==> config.mk <==
export PLATFORM = sky130hd
export DESIGN_NAME = key_click_long_repeat_detector_core
export DESIGN_NICKNAME = d
export VERILOG_FILES = /design/src/sv/kclrd_pkg.sv /design/src/sv/key_click_long_repeat_detector_core.sv /design/src/sv/kclrd_key.sv
export SDC_FILE = /design/constraint.sdc
export NUM_CORES = 1
export LEC_CHECK = 0
export ABC_AREA = 1
export BUFFER_PORTS_ARGS = -buffer_cell sky130_fd_sc_hd__buf_2
export CAP_MARGIN = 20
export CORE_ASPECT_RATIO = 0.5
export CORE_MARGIN = 5
export CORE_UTILIZATION = 35
export CTS_BUF_LIST = sky130_fd_sc_hd__clkbuf_8
export DETAILED_ROUTE_END_ITERATION = 6
export SLEW_MARGIN = 0
export SYNTH_ARGS = -nofsm -noshare
export SYNTH_HDL_FRONTEND = slang
export SYNTH_HIERARCHICAL = 1
export SYNTH_SLANG_ARGS = --single-unit
==> constraint.sdc <==
create_clock -name i_clk -period 9.25 [get_ports i_clk]
set_input_delay 1.3875 -clock i_clk [delete_from_list [all_inputs] [get_ports i_clk]]
set_output_delay 1.3875 -clock i_clk [all_outputs]
set_load 0.005 [all_outputs]
==> src/sv/kclrd_pkg.sv <==
// ----------------------------------------------------------------------------
// kclrd_pkg
// shared constants and types for the key click / long / repeat detector
// ----------------------------------------------------------------------------
package kclrd_pkg;

    localparam int NUM_KEYS = 4;
    localparam int PIN_W    = 4;
    localparam int KEY_W    = 2;
    localparam int SEL_W    = 3;
    localparam int FLAGS_W  = 6;
    localparam int PERIOD_W = 8;
    localparam int TICKS_W  = 16;
    localparam int CFG_IDX_W = 2;
    localparam int CFG_DATA_W = 16;

    // flag select codes, also bit positions in the flag vector
    localparam logic [SEL_W-1:0] FLAG_HOLD   = 3'd0;
    localparam logic [SEL_W-1:0] FLAG_DOWN   = 3'd1;
    localparam logic [SEL_W-1:0] FLAG_UP     = 3'd2;
    localparam logic [SEL_W-1:0] FLAG_SINGLE = 3'd3;
    localparam logic [SEL_W-1:0] FLAG_LONG   = 3'd4;
    localparam logic [SEL_W-1:0] FLAG_REPEAT = 3'd5;

    // request kinds
    localparam logic REQ_TICK  = 1'b0;
    localparam logic REQ_CHECK = 1'b1;

    // configuration register indexes
    localparam logic [CFG_IDX_W-1:0] CFG_SCAN_PERIOD = 2'd0;
    localparam logic [CFG_IDX_W-1:0] CFG_LONG_TICKS  = 2'd1;
    localparam logic [CFG_IDX_W-1:0] CFG_REPEAT_TICKS = 2'd2;

    // per-key control, shared by all key lanes
    typedef struct packed {
        logic             tick;
        logic             sample;
        logic [SEL_W-1:0] sel;
    } t_key_ctrl;

endpackage

==> src/sv/key_click_long_repeat_detector_core.sv <==
// ----------------------------------------------------------------------------
// key_click_long_repeat_detector_core
// debounced key scanner with click, long-press and auto-repeat flags
// ----------------------------------------------------------------------------
// channel   | dir | fields
// s_axis    | in  | tdata: pin_levels, key_index, flag_select; tuser: req_type
// m_axis    | out | tdata: flag_set
// cfg       | in  | scan_period, long_press_ticks, repeat_ticks by index
//
// every transfer passes through the input register and then the result
// register; one transfer is taken per cycle while m_axis does not stall
// all key lanes update side by side in the cycle an item leaves the input register
// reset clears levels, phases, countdowns, flags and the sample divider, and
// loads the configuration defaults
// a stall on m_axis holds the result register; the input register then fills
// and s_axis_tready drops
// ----------------------------------------------------------------------------
module key_click_long_repeat_detector_core (
    input  logic        i_clk,
    input  logic        i_rst_n,
    // input stream
    input  logic        s_axis_tvalid,
    output logic        s_axis_tready,
    input  logic [15:0] s_axis_tdata,  // [3:0] pin_levels, [5:4] key_index,
                                       // [8:6] flag_select, [15:9] zero
    input  logic        s_axis_tuser,  // [0] req_type
    // result stream
    output logic        m_axis_tvalid,
    input  logic        m_axis_tready,
    output logic [7:0]  m_axis_tdata,  // [0] flag_set, [7:1] zero
    // configuration writes
    input  logic                               i_cfg_wr_en,
    input  logic [kclrd_pkg::CFG_IDX_W-1:0]    i_cfg_addr,
    input  logic [kclrd_pkg::CFG_DATA_W-1:0]   i_cfg_wr_data
);
    import kclrd_pkg::*;

    // configuration registers
    logic [PERIOD_W-1:0] r_scan_period;
    logic [TICKS_W-1:0]  r_long_ticks;
    logic [TICKS_W-1:0]  r_repeat_ticks;

    // input register
    logic             r_in_valid;
    logic             r_in_type;
    logic [PIN_W-1:0] r_in_pins;
    logic [KEY_W-1:0] r_in_key;
    logic [SEL_W-1:0] r_in_sel;

    // result register
    logic r_out_valid;
    logic r_out_flag;

    // sample divider
    logic [PERIOD_W-1:0] r_divider;
    logic [PERIOD_W-1:0] n_divider;
    logic [PERIOD_W-1:0] div_inc;

    logic                advance;
    logic                in_take;
    t_key_ctrl           ctrl;
    logic [NUM_KEYS-1:0] lane_flag;
    logic [NUM_KEYS-1:0] lane_down;
    logic [NUM_KEYS-1:0] lane_hit;
    logic                n_out_flag;

    // item moves from input to result register when the result slot frees
    assign advance       = r_in_valid && (!r_out_valid || m_axis_tready);
    assign s_axis_tready = !r_in_valid || advance;
    assign in_take       = s_axis_tvalid && s_axis_tready;

    assign m_axis_tvalid = r_out_valid;
    assign m_axis_tdata  = {7'd0, r_out_flag};

    // divider counts ticks, sample fires once it reaches the scan period
    assign div_inc     = r_divider + 1'b1;
    assign ctrl.tick   = (r_in_type == REQ_TICK);
    assign ctrl.sample = (div_inc >= r_scan_period);
    assign ctrl.sel    = r_in_sel;
    assign n_divider   = ctrl.tick ? (ctrl.sample ? '0 : div_inc) : r_divider;

    genvar k;
    generate
        for (k = 0; k < NUM_KEYS; k++) begin : g_key
            // keys beyond the pin bus always read released
            if (k < PIN_W) begin : g_pin
                assign lane_down[k] = !r_in_pins[k];
            end else begin : g_nopin
                assign lane_down[k] = 1'b0;
            end
            assign lane_hit[k] = (r_in_type == REQ_CHECK) &&
                                 (32'(r_in_key) == k);

            kclrd_key u_key (
                .i_clk          (i_clk),
                .i_rst_n        (i_rst_n),
                .i_en           (advance),
                .i_ctrl         (ctrl),
                .i_check        (lane_hit[k]),
                .i_pressed      (lane_down[k]),
                .i_long_ticks   (r_long_ticks),
                .i_repeat_ticks (r_repeat_ticks),
                .o_flag         (lane_flag[k])
            );
        end
    endgenerate

    // answer comes from the addressed key; ticks and absent keys answer zero
    assign n_out_flag = |(lane_flag & lane_hit);

    always_ff @(posedge i_clk) begin
        if (!i_rst_n) begin
            r_scan_period  <= PERIOD_W'(10);
            r_long_ticks   <= TICKS_W'(1000);
            r_repeat_ticks <= TICKS_W'(200);
        end else if (i_cfg_wr_en) begin
            unique case (i_cfg_addr)
                CFG_SCAN_PERIOD:  r_scan_period  <= i_cfg_wr_data[PERIOD_W-1:0];
                CFG_LONG_TICKS:   r_long_ticks   <= i_cfg_wr_data[TICKS_W-1:0];
                CFG_REPEAT_TICKS: r_repeat_ticks <= i_cfg_wr_data[TICKS_W-1:0];
                default: begin
                    // unused index, write dropped
                end
            endcase
        end
    end

    always_ff @(posedge i_clk) begin
        if (!i_rst_n) begin
            r_in_valid  <= 1'b0;
            r_out_valid <= 1'b0;
            r_divider   <= '0;
        end else begin
            if (in_take) begin
                r_in_valid <= 1'b1;
            end else if (advance) begin
                r_in_valid <= 1'b0;
            end
            if (advance) begin
                r_out_valid <= 1'b1;
                r_divider   <= n_divider;
            end else if (m_axis_tready) begin
                r_out_valid <= 1'b0;
            end
        end
    end

    // payload registers
    always_ff @(posedge i_clk) begin
        if (in_take) begin
            r_in_type <= s_axis_tuser;
            r_in_pins <= s_axis_tdata[3:0];
            r_in_key  <= s_axis_tdata[5:4];
            r_in_sel  <= s_axis_tdata[8:6];
        end
        if (advance) begin
            r_out_flag <= n_out_flag;
        end
    end

endmodule

==> src/sv/kclrd_key.sv <==
// ----------------------------------------------------------------------------
// kclrd_key
// one key lane: level, countdown, press phase and sticky event flags
// ----------------------------------------------------------------------------
module kclrd_key (
    input  logic                          i_clk,
    input  logic                          i_rst_n,
    input  logic                          i_en,
    input  kclrd_pkg::t_key_ctrl          i_ctrl,
    input  logic                          i_check,
    input  logic                          i_pressed,
    input  logic [kclrd_pkg::TICKS_W-1:0] i_long_ticks,
    input  logic [kclrd_pkg::TICKS_W-1:0] i_repeat_ticks,
    output logic                          o_flag
);
    import kclrd_pkg::*;

    localparam logic [1:0] PH_IDLE   = 2'd0;
    localparam logic [1:0] PH_WAIT   = 2'd1;
    localparam logic [1:0] PH_REPEAT = 2'd2;

    logic               r_level;
    logic [1:0]         r_phase;
    logic [TICKS_W-1:0] r_count;
    logic [FLAGS_W-1:0] r_flags;

    logic               n_level;
    logic [1:0]         n_phase;
    logic [TICKS_W-1:0] n_count;
    logic [FLAGS_W-1:0] n_flags;
    logic               sel_ok;

    assign sel_ok = (i_ctrl.sel <= FLAG_REPEAT);
    assign o_flag = sel_ok ? r_flags[i_ctrl.sel] : 1'b0;

    always_comb begin
        n_level = r_level;
        n_phase = r_phase;
        n_count = r_count;
        n_flags = r_flags;
        if (i_ctrl.tick) begin
            if (r_count != '0) begin
                n_count = r_count - 1'b1;
            end
            if (i_ctrl.sample) begin
                n_level = i_pressed;
                n_flags[FLAG_HOLD] = i_pressed;
                if (i_pressed && !r_level) begin
                    n_flags[FLAG_DOWN] = 1'b1;
                end
                if (!i_pressed && r_level) begin
                    n_flags[FLAG_UP] = 1'b1;
                end
                unique case (r_phase)
                    PH_WAIT: begin
                        if (!i_pressed) begin
                            n_flags[FLAG_SINGLE] = 1'b1;
                            n_phase = PH_IDLE;
                        end else if (n_count == '0) begin
                            n_flags[FLAG_LONG] = 1'b1;
                            n_count = i_repeat_ticks;
                            n_phase = PH_REPEAT;
                        end
                    end
                    PH_REPEAT: begin
                        if (!i_pressed) begin
                            n_phase = PH_IDLE;
                        end else if (n_count == '0) begin
                            n_flags[FLAG_REPEAT] = 1'b1;
                            n_count = i_repeat_ticks;
                        end
                    end
                    default: begin
                        // idle, and the unused code behaves as idle
                        if (i_pressed) begin
                            n_count = i_long_ticks;
                            n_phase = PH_WAIT;
                        end
                    end
                endcase
            end
        end else if (i_check && sel_ok && i_ctrl.sel != FLAG_HOLD) begin
            n_flags[i_ctrl.sel] = 1'b0;
        end
    end

    always_ff @(posedge i_clk) begin
        if (!i_rst_n) begin
            r_level <= 1'b0;
            r_phase <= PH_IDLE;
            r_count <= '0;
            r_flags <= '0;
        end else if (i_en) begin
            r_level <= n_level;
            r_phase <= n_phase;
            r_count <= n_count;
            r_flags <= n_flags;
        end
    end

endmodule
# After elaboration in Yosys (flattened, before gate mapping)
# Index checks and enable logic that the tools add are counted.
# word_totals
ff_bits,161
input_bits,40
out_inout_bits,10
word_cells,314
# op_classes
n_addsub,5
n_lt_le_gt_ge,4
eq_ne,33
n_mux,107
bitwise,7
n_reduce_logical,111
# ops
cell,count
two-way mux 16 bit,28
two-way mux 6 bit,12
AND reduction 6 bit,12
zero test 16 bit,4
nonzero test 16 bit,4
subtractor 16 x 1 -> 16 bit (second input constant),4
nonzero test 2 bit,27
two-way mux 2 bit,20
two-way mux 1 bit,37
AND reduction 4 bit,8
AND 6 bit,4
logical AND 1 bit,23
AND reduction 5 bit,4
!= test 2 bit (second input constant),8
one-hot mux 2 bit (2 select lines),4
AND reduction 3 bit,5
equality test 2 bit (second input constant),7
binary-select mux 1 bit (select 3 bit),4
equality test 2 x 1 -> 1 bit (second input constant),6
!= test 3 x 1 -> 1 bit (second input constant),4
!= test 3 x 2 -> 1 bit (second input constant),4
zero test 1 bit,10
adder 8 x 1 -> 8 bit (second input constant),1
>= comparator 8 bit,1
other kinds (15),26

# Depth between registers and ports, before layout
# depth
word_depth,9
depth_mapped,20
ltp_nobuf,20

# Modules after synthesis
# The synthesis kept the hierarchy.
# modules_own_cells
mod,instances,cells_each,area_each_um2,seq_area_each_um2
kclrd_key,4,480,2730.1,500.5
key_click_long_repeat_detector_core,1,315,2592.5,1331.3

# Least setup slack after synthesis
# No wires, ideal clock.
# synth_timing
kind,register to register
start,register r_divider[0]
end,register g_key[0].u_key.r_count[4]
setup_ns,0.141
t_arrival_ns,2.816
required_time_ns,9.109
setup_slack_ns,6.293
stages_incl_launch_ff,18
n_path_buf,1
synth_period_minus_slack_ns,2.957
cell_sequence,dfxtp_1 > ha_1 > nand2_1 > nor2_1 > nand2_1 > nand2_1 > nand2_1 > ha_1 > nand2_1 > o21a_1 > and2_1 > inv_1 > inv_1 > dlygate4sd3_1 > nor2_1 > nand2_1 > nand2_1 > a21oi_2
# synth_lines
element,line_no,rtl
"start, declared",key_click_long_repeat_detector_core.sv:55,logic [PERIOD_W-1:0] r_divider;
"start signal, assigned",key_click_long_repeat_detector_core.sv:141,r_divider <= n_divider;
"end signal, assigned",kclrd_key.sv:96,r_count <= n_count;
"end, declared",kclrd_key.sv:24,logic [TICKS_W-1:0] r_count;

==> results_dict.tcl <==
set metrics [dict create \
    path_buf_inv 3 \
    rsz0062_at_grt "no" \
    cts_tree "yes" \
    drt-initial-drc-count 1290 \
    path_delay_family "buffers and inverters" \
    track_usage_pct 19.5 \
    syn_area_per_cell_um2 6.05 \
    hpwl_um 29700 \
    cp-end-kind "register" \
    diodes 0 \
    synth-main-ff-cell "dfxtp_1" \
    ctsResizeCount 0 \
    start_kind "register" \
    clock_latency_ns 0.51 \
    route.met2.wl_um 17600 \
    synth_area_leaders "dfxtp_1, nand2_1, a21oi_1" \
    worstPathRequired_ns 9.61 \
    critPathMaxFanout 33 \
    finalSetupViolations 0 \
    ios 50 \
    skew_ns 0.0168 \
    cp.arrival_ns 4.47 \
    ys_types 45 \
    grt_pass1_vias 12512 \
    fp.dieW_um 288 \
    grt_max_degree 45 \
    synthDominantCellAreaShare_pct 22.2 \
    slew-limit-headroom_pct 25.8 \
    fmax_mhz 243 \
    final_cell_mix "nand2_1, inv_1, a21oi_1" \
    yosysWarnings 6 \
    drive_above_1_share_pct 9.53 \
    antenna_found_initial 2 \
    htree_levels 4 \
    firstDrtPassIters 6 \
    cts_buffer_depth 2 \
    grt_pass1_wl_um 68100 \
    dieArea_um2 42900 \
    port_buffers 35 \
    gp_congestion 0.879 \
    wl_per_cell_um 15.6 \
    critical_path_class "reg2reg" \
    cts_buffers 17 \
    hp-class "reg2reg" \
    finalCritPeriodShare_pct 44.4 \
    ctsRootBufferMaster "clkbuf_8" \
    grt-ovfl-total 0 \
    seq_area_frac_synth_pct 24.7 \
    rows 50 \
    wl_um 42600 \
    cts_setup_buffers 0 \
    cpPeakStageDelay_ns 0.60 \
    clk_pin_slew_worst_paths_ns 0.10 \
    synth_cells 2235 \
    fin_nets 2267 \
    m1WireLength_um 21200 \
    syn_area_um2 13500 \
    critical_path.cell_chain "ha_1 > nand2_1 > nor2_1 > nand2_1 > nand2_1 > nand2_1 > ha_1 > nand2_1 > nor2_1 > nand2_1 > and2_1 > inv_1 > inv_1 > a21boi_0 > o21ai_0 > inv_1 > o211ai_1 > o41ai_1 > a21oi_1" \
    start_util_pct 35.8 \
    drv_cap 0 \
    syn2layout_area_growth_pct 3.75 \
    crit_top_cell "nand2_1" \
    outcome "completed" \
    crit_path_top_delay_cell "inv_1" \
    synth_area_leader_cell "dfxtp_1" \
    fin_crit_ns 4.11 \
    final_common_cell "nand2_1" \
    final-hold-violation-count 0 \
    tns_ns 0 \
    tightest_slew_ns 1.11 \
    holdBufCountCts 0 \
    drc 0 \
    drv_slew 0 \
    ant_nets 0 \
    wl_met3_um 2750 \
    viasPerCell 5.19 \
    vias 14189 \
    yosys_register_bits 161 \
    async_flop_share_pct 0 \
    cts.sinks 161 \
    core_area_um2 37700 \
    synth-edff-count 11 \
    die_h_um 149 \
    highest_layer "met4" \
]
==> state kept, by name (all words and copies together) (netlist names) <==
name	cells
r_long_ticks	16
r_in_valid	1
r_in_key	2
r_divider	8
r_in_type	1
r_scan_period	8
r_out_flag	1
r_in_sel	3
r_in_pins	4
r_repeat_ticks	16
g_key.u_key/r_phase	8
g_key.u_key/r_flags	24
m_axis_tvalid	1
g_key.u_key/r_count	64
g_key.u_key/r_level	4
==> metal layers <==
metal / GRT usage, % / vias up
met4: 5.73 / 0
met2: 29.2 / 427
met5: 0 / -
met1: 29.1 / 6460
li1: - / 7248
met3: 2.67 / 54
==> tightest hold or removal path, stage by stage, from the launching register on <==
cell	delay [ns]
dfxtp_1	0.32
o41ai_1	0.05
a21oi_1	0.05
==> final timing paths <==
check / start / to / slack [ns] / depth (start not counted)
setup / recovery: r_divider[0] / g_key[3].u_key/r_flags[3] / 5.14 / 19
hold / removal: g_key[2].u_key/r_flags[3] / g_key[2].u_key/r_flags[3] / 0.46 / 2
setup reg to reg: r_divider[0] / g_key[3].u_key/r_flags[3] / 5.14 / 19
hold reg to reg: g_key[2].u_key/r_flags[3] / g_key[2].u_key/r_flags[3] / 0.46 / 2
==> cells in the mapped netlist (all sizes together) (7+ instances only) <==
cell type  instances
nand4             99
nand3b            22
clkbuf            69
inv              231
xor2               7
edfxtp            11
ha                25
nor3              22
o21ai            137
nand2            744
dfxtp            150
o211ai            10
nor2             238
a21oi            250
buf               29
nand3            138
==> logic make-up (layout without fill, tap and decap cells) <==
group,count (synthesis),in the layout,share of synthesized area (%)
xor gates and xnor gates,12,12,0.833
buffers and inverters,337,311,12.4
other,1,7,0.0278
and+or+nand+nor,1272,1272,42.0
DFF,161,161,24.7
adders and majority gates,25,25,2.31
AOI/OAI and AO/OA,427,427,17.8
==> through the flow <==
stage	utilization (%)	hold WS, ns	setup slack (ns)	area, um^2	instances
6_report	37.2	0.464	5.14	14000	2735
2_1_floorplan	-	0.435	6.29	13500	2241
3_3_place_gp	36.1	0.450	5.28	13600	2703
5_1_grt	37.2	0.482	4.66	14000	2735
4_1_cts	37.2	0.467	5.21	14000	2735
3_5_place_dp	36.1	0.453	5.22	13600	2703
==> final cells by class <==
| cell class | instances | area, um^2 |
|---|---|---|
| inverter | 235 | 882 |
| clock buffer | 17 | 234 |
| tap | 520 | 651 |
| sequential | 161 | 3330 |
| multi-input combinational | 1743 | 8530 |
| fill | 4133 | 23700 |
| timing repair buffer | 44 | 243 |
| clock inverter | 15 | 149 |
Power is not shown: default switching activity piles up to over one toggle a cycle in this logic, so the estimate is an artifact.
